<file path="src/hw/rtl/dhb_pkg.sv">
// Package for the dual H-bridge PWM block with sensor filter.
// Holds the beat payload types, register indexes and widths.
// It has no dependencies and is compiled first.
`timescale 1ns / 1ps

package dhb_pkg;

	localparam int PWM_PERIOD = 100;
	localparam int DUTY_MAX   = 100;

	localparam int PHASE_W  = 7;
	localparam int COUNT_W  = 16;
	localparam int SAMPLE_W = 7;
	localparam int DUTY_W   = 8;
	localparam int MAG_W    = 7;

	localparam int CFG_IDX_W  = 1;
	localparam int CFG_DATA_W = DUTY_W;

	typedef enum logic [CFG_IDX_W-1:0] {
		REG_LEFT_DUTY  = 1'b0,
		REG_RIGHT_DUTY = 1'b1
	} cfg_reg_t;

	typedef logic [SAMPLE_W-1:0] sample_t;

	typedef struct packed {
		sample_t front_sample;
		sample_t back_sample;
		logic    brake_timing;
	} tick_t;

	typedef struct packed {
		logic               left_forward;
		logic               left_reverse;
		logic               right_forward;
		logic               right_reverse;
		sample_t            front_filtered;
		sample_t            back_filtered;
		logic [COUNT_W-1:0] periods_counted;
	} result_t;

	// Clamp a written duty value to the range -DUTY_MAX..DUTY_MAX.
	function automatic logic signed [DUTY_W-1:0] sat_duty(
		input logic signed [DUTY_W-1:0] value
	);
		logic signed [DUTY_W-1:0] lim;
		lim = DUTY_W'(DUTY_MAX);
		if (value > lim) begin
			return lim;
		end else if (value < -lim) begin
			return -lim;
		end
		return value;
	endfunction

	// Bitwise majority of three samples.
	function automatic sample_t majority(input sample_t a, input sample_t b, input sample_t c);
		return (b & (a | c)) | (a & c);
	endfunction

endpackage

</file>
<file path="src/hw/rtl/dhb_if.sv">
// Valid/ready channel interfaces for the tick and result beats.
// Depends on dhb_pkg for the payload types.
`timescale 1ns / 1ps

interface dhb_tick_if
	import dhb_pkg::*;
();
	logic  valid;
	logic  ready;
	tick_t payload;

	modport source (output valid, output payload, input ready);
	modport sink (input valid, input payload, output ready);
endinterface

interface dhb_result_if
	import dhb_pkg::*;
();
	logic    valid;
	logic    ready;
	result_t payload;

	modport source (output valid, output payload, input ready);
	modport sink (input valid, input payload, output ready);
endinterface

</file>
<file path="src/hw/rtl/dual_h_bridge_pwm_with_sensor_filter_top.sv">
// Top level: signed PWM drive for two H-bridge sides and sensor majority filter.
// Depends on dhb_pkg and the channel interfaces in dhb_if.sv.
// An accepted tick beat is registered as its result beat in the output register;
// one beat per cycle passes while result is ready, set by that single register.
// The tick channel is ready whenever the output register is empty or being drained.
// Reset clears the phase, the period count, the sample history and both duties.
`timescale 1ns / 1ps

module dual_h_bridge_pwm_with_sensor_filter_top
	import dhb_pkg::*;
(
	input  logic                  clk,
	input  logic                  arst_n,
	input  logic                  cfg_we,
	input  logic [CFG_IDX_W-1:0]  cfg_index,
	input  logic [CFG_DATA_W-1:0] cfg_wdata,
	dhb_tick_if.sink              tick,
	dhb_result_if.source          result
);

	logic signed [DUTY_W-1:0] left_duty_q;
	logic signed [DUTY_W-1:0] right_duty_q;
	logic [PHASE_W-1:0]       phase_q;
	logic [COUNT_W-1:0]       count_q;
	sample_t                  front_hist_q [2];
	sample_t                  back_hist_q [2];

	logic    res_valid_s1;
	result_t res_s1;

	logic               accept;
	logic [PHASE_W:0]   phase_inc;
	logic               wrap;
	logic [PHASE_W-1:0] phase_next;
	logic [COUNT_W-1:0] count_base;
	logic [COUNT_W-1:0] count_next;
	logic [MAG_W-1:0]   left_mag;
	logic [MAG_W-1:0]   right_mag;
	logic               left_hit;
	logic               right_hit;
	result_t            res_next;

	always_ff @(posedge clk or negedge arst_n) begin
		if (!arst_n) begin
			left_duty_q  <= '0;
			right_duty_q <= '0;
		end else if (cfg_we) begin
			unique case (cfg_reg_t'(cfg_index))
				REG_LEFT_DUTY:  left_duty_q  <= sat_duty(cfg_wdata);
				REG_RIGHT_DUTY: right_duty_q <= sat_duty(cfg_wdata);
				default: ;
			endcase
		end
	end

	assign tick.ready = !res_valid_s1 || result.ready;
	assign accept     = tick.valid && tick.ready;

	always_comb begin
		phase_inc  = {1'b0, phase_q} + (PHASE_W+1)'(1);
		wrap       = phase_inc >= (PHASE_W+1)'(PWM_PERIOD);
		phase_next = wrap ? '0 : phase_inc[PHASE_W-1:0];

		count_base = tick.payload.brake_timing ? count_q : '0;
		count_next = (wrap && tick.payload.brake_timing) ?
			count_base + COUNT_W'(1) : count_base;

		left_mag  = left_duty_q[DUTY_W-1] ? MAG_W'(-left_duty_q) : MAG_W'(left_duty_q);
		right_mag = right_duty_q[DUTY_W-1] ? MAG_W'(-right_duty_q) : MAG_W'(right_duty_q);
		left_hit  = phase_next < left_mag;
		right_hit = phase_next < right_mag;

		res_next.left_forward    = left_hit && !left_duty_q[DUTY_W-1];
		res_next.left_reverse    = left_hit && left_duty_q[DUTY_W-1];
		res_next.right_forward   = right_hit && !right_duty_q[DUTY_W-1];
		res_next.right_reverse   = right_hit && right_duty_q[DUTY_W-1];
		res_next.front_filtered  = majority(front_hist_q[0], front_hist_q[1],
			tick.payload.front_sample);
		res_next.back_filtered   = majority(back_hist_q[0], back_hist_q[1],
			tick.payload.back_sample);
		res_next.periods_counted = count_next;
	end

	always_ff @(posedge clk or negedge arst_n) begin
		if (!arst_n) begin
			phase_q        <= '0;
			count_q        <= '0;
			front_hist_q[0] <= '0;
			front_hist_q[1] <= '0;
			back_hist_q[0]  <= '0;
			back_hist_q[1]  <= '0;
		end else if (accept) begin
			phase_q         <= phase_next;
			count_q         <= count_next;
			front_hist_q[0] <= front_hist_q[1];
			front_hist_q[1] <= tick.payload.front_sample;
			back_hist_q[0]  <= back_hist_q[1];
			back_hist_q[1]  <= tick.payload.back_sample;
		end
	end

	always_ff @(posedge clk or negedge arst_n) begin
		if (!arst_n) begin
			res_valid_s1 <= 1'b0;
		end else if (tick.ready) begin
			res_valid_s1 <= tick.valid;
		end
	end

	always_ff @(posedge clk) begin
		if (accept) begin
			res_s1 <= res_next;
		end
	end

	assign result.valid   = res_valid_s1;
	assign result.payload = res_s1;

	a_phase_in_range: assert property (@(posedge clk) disable iff (!arst_n)
		phase_q < PHASE_W'(PWM_PERIOD))
		else $error("phase left the PWM period");

	a_no_shoot_through: assert property (@(posedge clk) disable iff (!arst_n)
		result.valid |-> !(result.payload.left_forward && result.payload.left_reverse) &&
			!(result.payload.right_forward && result.payload.right_reverse))
		else $error("both drive directions active on one side");

	a_count_cleared: assert property (@(posedge clk) disable iff (!arst_n)
		accept && !tick.payload.brake_timing |=> result.payload.periods_counted == '0)
		else $error("period count not cleared without brake timing");

	a_beat_delivered: assert property (@(posedge clk) disable iff (!arst_n)
		accept |=> result.valid)
		else $error("accepted tick produced no result beat");

endmodule
</file>
<file path="src/flat_wrapper.sv">
// flat-port wrapper written by rule: the top's interface ports become plain ports
module dual_h_bridge_pwm_with_sensor_filter_top_flat import dhb_pkg::*;
  (clk, arst_n, cfg_we, cfg_index, cfg_wdata, tick_valid, tick_payload, tick_ready, result_valid, result_payload, result_ready);
  dhb_tick_if tick_i ();
  dhb_result_if result_i ();
  input  logic clk;
  input  logic arst_n;
  input  logic cfg_we;
  input  logic [CFG_IDX_W-1:0] cfg_index;
  input  logic [CFG_DATA_W-1:0] cfg_wdata;
  input wire logic [$bits(tick_i.valid)-1:0] tick_valid;
  input wire logic [$bits(tick_i.payload)-1:0] tick_payload;
  output wire logic [$bits(tick_i.ready)-1:0] tick_ready;
  output wire logic [$bits(result_i.valid)-1:0] result_valid;
  output wire logic [$bits(result_i.payload)-1:0] result_payload;
  input wire logic [$bits(result_i.ready)-1:0] result_ready;
  assign tick_i.valid = tick_valid;
  assign tick_i.payload = tick_payload;
  assign tick_ready = tick_i.ready;
  assign result_valid = result_i.valid;
  assign result_payload = result_i.payload;
  assign result_i.ready = result_ready;
  dual_h_bridge_pwm_with_sensor_filter_top u_core (.clk(clk), .arst_n(arst_n), .cfg_we(cfg_we), .cfg_index(cfg_index), .cfg_wdata(cfg_wdata), .tick(tick_i), .result(result_i));
endmodule
</file>
<file path="config.mk">
export PLATFORM = sky130hd
export DESIGN_NAME = dual_h_bridge_pwm_with_sensor_filter_top_flat
export DESIGN_NICKNAME = d
export VERILOG_FILES = /design/src/hw/rtl/dhb_pkg.sv /design/src/hw/rtl/dhb_if.sv /design/src/hw/rtl/dual_h_bridge_pwm_with_sensor_filter_top.sv /design/src/flat_wrapper.sv
export SDC_FILE = /design/constraint.sdc
export NUM_CORES = 1
export LEC_CHECK = 0
export CAP_MARGIN = 40
export CORE_ASPECT_RATIO = 1.25
export CORE_MARGIN = 5
export CORE_UTILIZATION = 38
export CTS_CLUSTER_DIAMETER = 100
export DETAILED_ROUTE_END_ITERATION = 10
export DONT_BUFFER_PORTS = 1
export PLACE_DENSITY_LB_ADDON = 0.15
export SLEW_MARGIN = 5
export SYNTH_ARGS = -nofsm -noshare
export SYNTH_HDL_FRONTEND = slang
export SYNTH_SLANG_ARGS = --single-unit
</file>
<file path="constraint.sdc">
create_clock -name clk -period 3.8 [get_ports clk]
set_clock_uncertainty 0.15 [all_clocks]
set_input_delay 0.76 -clock clk [delete_from_list [all_inputs] [get_ports clk]]
set_output_delay 0.76 -clock clk [all_outputs]
set_load 0.01 [all_outputs]
</file>
==> key figures <==
Global route
  • Vias in the first global route: 3,522
  • Largest net degree at the start of global routing: 69
  • Total grt overflow: 0
  • First-pass GRT wire length: 18,300 µm
  • GRT Resource Usage Total: 14.0%
  • Initial antenna violation count: 0

Placement
  • Routability Congestion: 0.754
  • Placed cells: between 600 and 700
  • IO buf count: 0
  • HPWL after detailed placement: 7660 µm

Setup path
  • WS Path Type: flop to flop
  • CP cell instances: ha_1 -> nand3_1 -> nor3_1 -> a31oi_2 -> and3_1 -> ha_1 -> a21oi_1 -> o21a_1 -> o41ai_1 -> maj3_1 -> a31oi_1
  • CP required: 3.83 ns
  • CP arrival: 3.41 ns
  • Terminus of the critical flop-to-flop path: u_core.result.payload[30]
  • CP max stage delay: a little under 0.5 ns
  • FF-to-FF Start: u_core.phase_q[0]
  • Worst r2r path cells: 11
  • Flop-to-flop setup slack: 0.43 ns
  • Origin of the worst setup path: u_core.phase_q[0]
  • CP Capture Type: flop
  • Crit path max fanout: 10
  • CP most frequent cell: ha_1
  • CP Capture Point: u_core.result.payload[30]
  • Crit path launch type: flop
  • Slowest cell on crit path: dfrtp_1

Logic synthesis
  • Seq cells post-synth: 102
  • Synth Instances: 521
  • Avg Synthesized Cell Area: 10.1 µm²
  • Seq/Total Area, Yosys: 51.8%
  • Yosys warns: 0
  • Post-synth cell types: between 50 and 60
  • Count of flip-flops with a built-in enable after synthesis: 34
  • Fraction of registers with async set/reset: about 67%
  • Mapped cell area: approximately 5300 µm²
  • Synth Net Count: 565
  • Main synth FF type: dfrtp_1

Power
  • Power per cell area: 533 nW/µm²
  • LEAKAGE: between 2 and 2.5 nW
  • Total power: 3.06 mW
  • Worst VDD drop: roughly 0.23 mV

Final layout
  • Ant diodes: 0
  • Non-filler cells, final: 694
  • Synthesis-to-layout area growth: 9.11%
  • Share of cells above drive strength 1: 9.63%
  • Nets: ~560

Floorplanning
  • Die W: 115 µm
  • Core area: between 10,000 and 15,000 µm²
  • Die Height: 142 µm
  • I/O pins: 65
  • Starting Density: about 38%
  • FP Rows: 48
  • Die ar.: around 16,000 µm²

Detailed routing
  • # DRC: 0
  • Antenna-violating nets left: 0
  • Final wirelength: between 10,000 and 15,000 µm
  • Via count: 3,623
  • Drt wl/cell: roughly 16 µm
  • Number of DRC markers in iteration 0: 224
  • Drt via density: 5.22
  • Pre-antenna DRT Iters: 4

Timing
  • Slew at the pin closest to its max-slew limit: 0.509 ns
  • RSZ-0062 raised after global routing: false
  • Post-layout min period: 3.37 ns
  • Fin Setup TNS: 0 ns
  • Slew Viols, Final: 0
  • Hold Violations, Final: 0
  • Fin crit share: 88.8%
  • Final setup vio count: 0
  • Slew HR: between 60% and 70%
  • Max Freq: 0.296 GHz

Clock network
  • Root Driver: clkbuf_16
  • CTS tree: built
  • H-tree Lvls: 3
  • Clk Latency, worst-skew pair: ~0.34 ns
  • Clock Tree Buf Depth: 2
  • Clock Sinks: 102
  • Clk slew on worst S/H paths: 0.07 ns
  • CTS buffer count: 9

Run status
  • Status: finished, final reports clean

Worst hold path
  • HP Class: input port to async pin

Job
  • Max cap viols: 0
==> metrics by stage <==
| step | utilization, % | worst slack, ns | cell area (µm²) | hold slack (ns) |
|---|---|---|---|---|
| final | 41.9 | 0.426 | 5740 | 0.110 |
| after detailed placement | 39.6 | 0.458 | 5430 | 0.316 |
| after CTS | 41.9 | 0.440 | 5740 | 0.158 |
| after floorplan | - | 0.391 | 5260 | 0.298 |
| after global placement | 39.6 | 0.596 | 5430 | 0.310 |
| after global routing | 41.9 | 0.211 | 5740 | 0.176 |
==> state kept, by name, summed over array words and instances (netlist names) <==
register / flops
u_core.phase_q: 7
u_core.front_hist_q: 14
u_core.left_duty_q: 8
u_core.right_duty_q: 8
u_core.count_q: 16
u_core.back_hist_q: 14
u_core.result.valid: 1
u_core.result.payload: 34
==> what timing repair did <==
action | CTS | global route
hold endpoints to repair | 68 | 0
setup buffers | 0 | 0
gates resized for setup | 0 | 0
hold buffers | 1 | 0
==> worst min-delay path by stage <==
stage                             end  slack, ns                    from
4_1_cts         u_core.left_duty_q[1]       0.16                  arst_n
2_1_floorplan  u_core.back_hist_q[10]       0.30  u_core.back_hist_q[10]
3_3_place_gp   u_core.back_hist_q[13]       0.31  u_core.back_hist_q[13]
3_5_place_dp    u_core.left_duty_q[1]       0.32                  arst_n
6_report        u_core.left_duty_q[1]       0.11                  arst_n
5_1_grt         u_core.left_duty_q[0]       0.18                  arst_n
==> area by class of cell <==
cell class	instances	area (µm²)
Multi-Input combinational cell	378	2370
Tap cell	175	219
Timing Repair Buffer	8	80.1
Sequential cell	102	2720
Clock buffer	10	229
Inverter	15	56.3
Clock inverter	6	57.6
Fill cell	1302	7950
==> metal layers <==
metal  up-vias  track usage [%]  routed length (µm)
met4         0             4.64                 161
met2        74             23.9                5500
met1      1742             17.2                4630
li1       1795                -                   -
met5         -                0                   0
met3        12             3.28                 506
==> where the power goes <==
group / switching [mW] / internal, mW / total [mW]
combinational: 0.383 / 0.316 / 0.699
sequential: 0.174 / 1.30 / 1.48
clock: 0.430 / 0.455 / 0.885
==> layout by cell type, fill, tap and decap left out, types with 3 or more instances in the layout <==
cell type,netlist,final
nand2_1,132,131
dfrtp_1,68,68
edfxtp_1,34,34
nor2_1,32,32
o21ai_0,27,27
xnor2_1,19,19
maj3_1,15,15
ha_1,15,15
inv_1,14,13
mux2i_1,13,13
a21oi_1,11,11
mux2_2,10,10
xor2_1,9,9
clkbuf_16,0,9
nand3_1,7,7
buf_4,2,7
a211oi_1,6,6
and2_1,5,5
o22ai_1,5,5
nand2b_1,5,5
o31ai_1,5,5
nor2b_1,5,5
nor3_1,4,4
or3_1,4,4
or2_2,3,3
a211oi_2,3,3
a2111oi_2,3,3
a31oi_1,3,3
a21o_1,3,3
o21ai_1,3,3
a22o_1,3,3
==> synthesized netlist by cell type, types with 4 or more instances <==
| library cell | number | area [µm²] |
|---|---|---|
| inv_1 | 14 | 52.6 |
| a211oi_1 | 6 | 45.0 |
| nor2b_1 | 5 | 31.3 |
| o21ai_0 | 27 | 135 |
| clkbuf_1 | 17 | 63.8 |
| nor3_1 | 4 | 20.0 |
| nand3_1 | 7 | 35.0 |
| or3_1 | 4 | 25.0 |
| mux2i_1 | 13 | 130 |
| o31ai_1 | 5 | 37.5 |
| buf_1 | 4 | 15.0 |
| xnor2_1 | 19 | 166 |
| o22ai_1 | 5 | 31.3 |
| edfxtp_1 | 34 | 1020 |
| nand2_1 | 132 | 495 |
| nor2_1 | 32 | 120 |
| maj3_1 | 15 | 150 |
| xor2_1 | 9 | 78.8 |
| mux2_2 | 10 | 113 |
| nand2b_1 | 5 | 31.3 |
| dfrtp_1 | 68 | 1700 |
| and2_1 | 5 | 31.3 |
| ha_1 | 15 | 188 |
| a21oi_1 | 11 | 55.1 |
==> kinds of logic (layout without fill, tap and decap cells) <==
group / count (synthesis) / in the layout / synth area share (%)
AO/OA/AOI/OAI: 90 / 90 / 12.3
AND/OR/NAND/NOR: 207 / 207 / 17.1
adder cells (fa/ha/maj): 30 / 30 / 6.42
buffers and inverters: 41 / 39 / 3.14
XOR/XNOR: 28 / 28 / 4.66
multiplexers: 23 / 23 / 4.61
flip-flops: 102 / 102 / 51.8
==> critical path: cells and delay by family (launching register included) <==
family,cells,cell delay (ns)
fa+ha+maj,3,1.09
simple gates,3,0.77
flops,1,0.49
compound gates,5,0.71
Note: power is estimated with default switching activity, not from simulation.
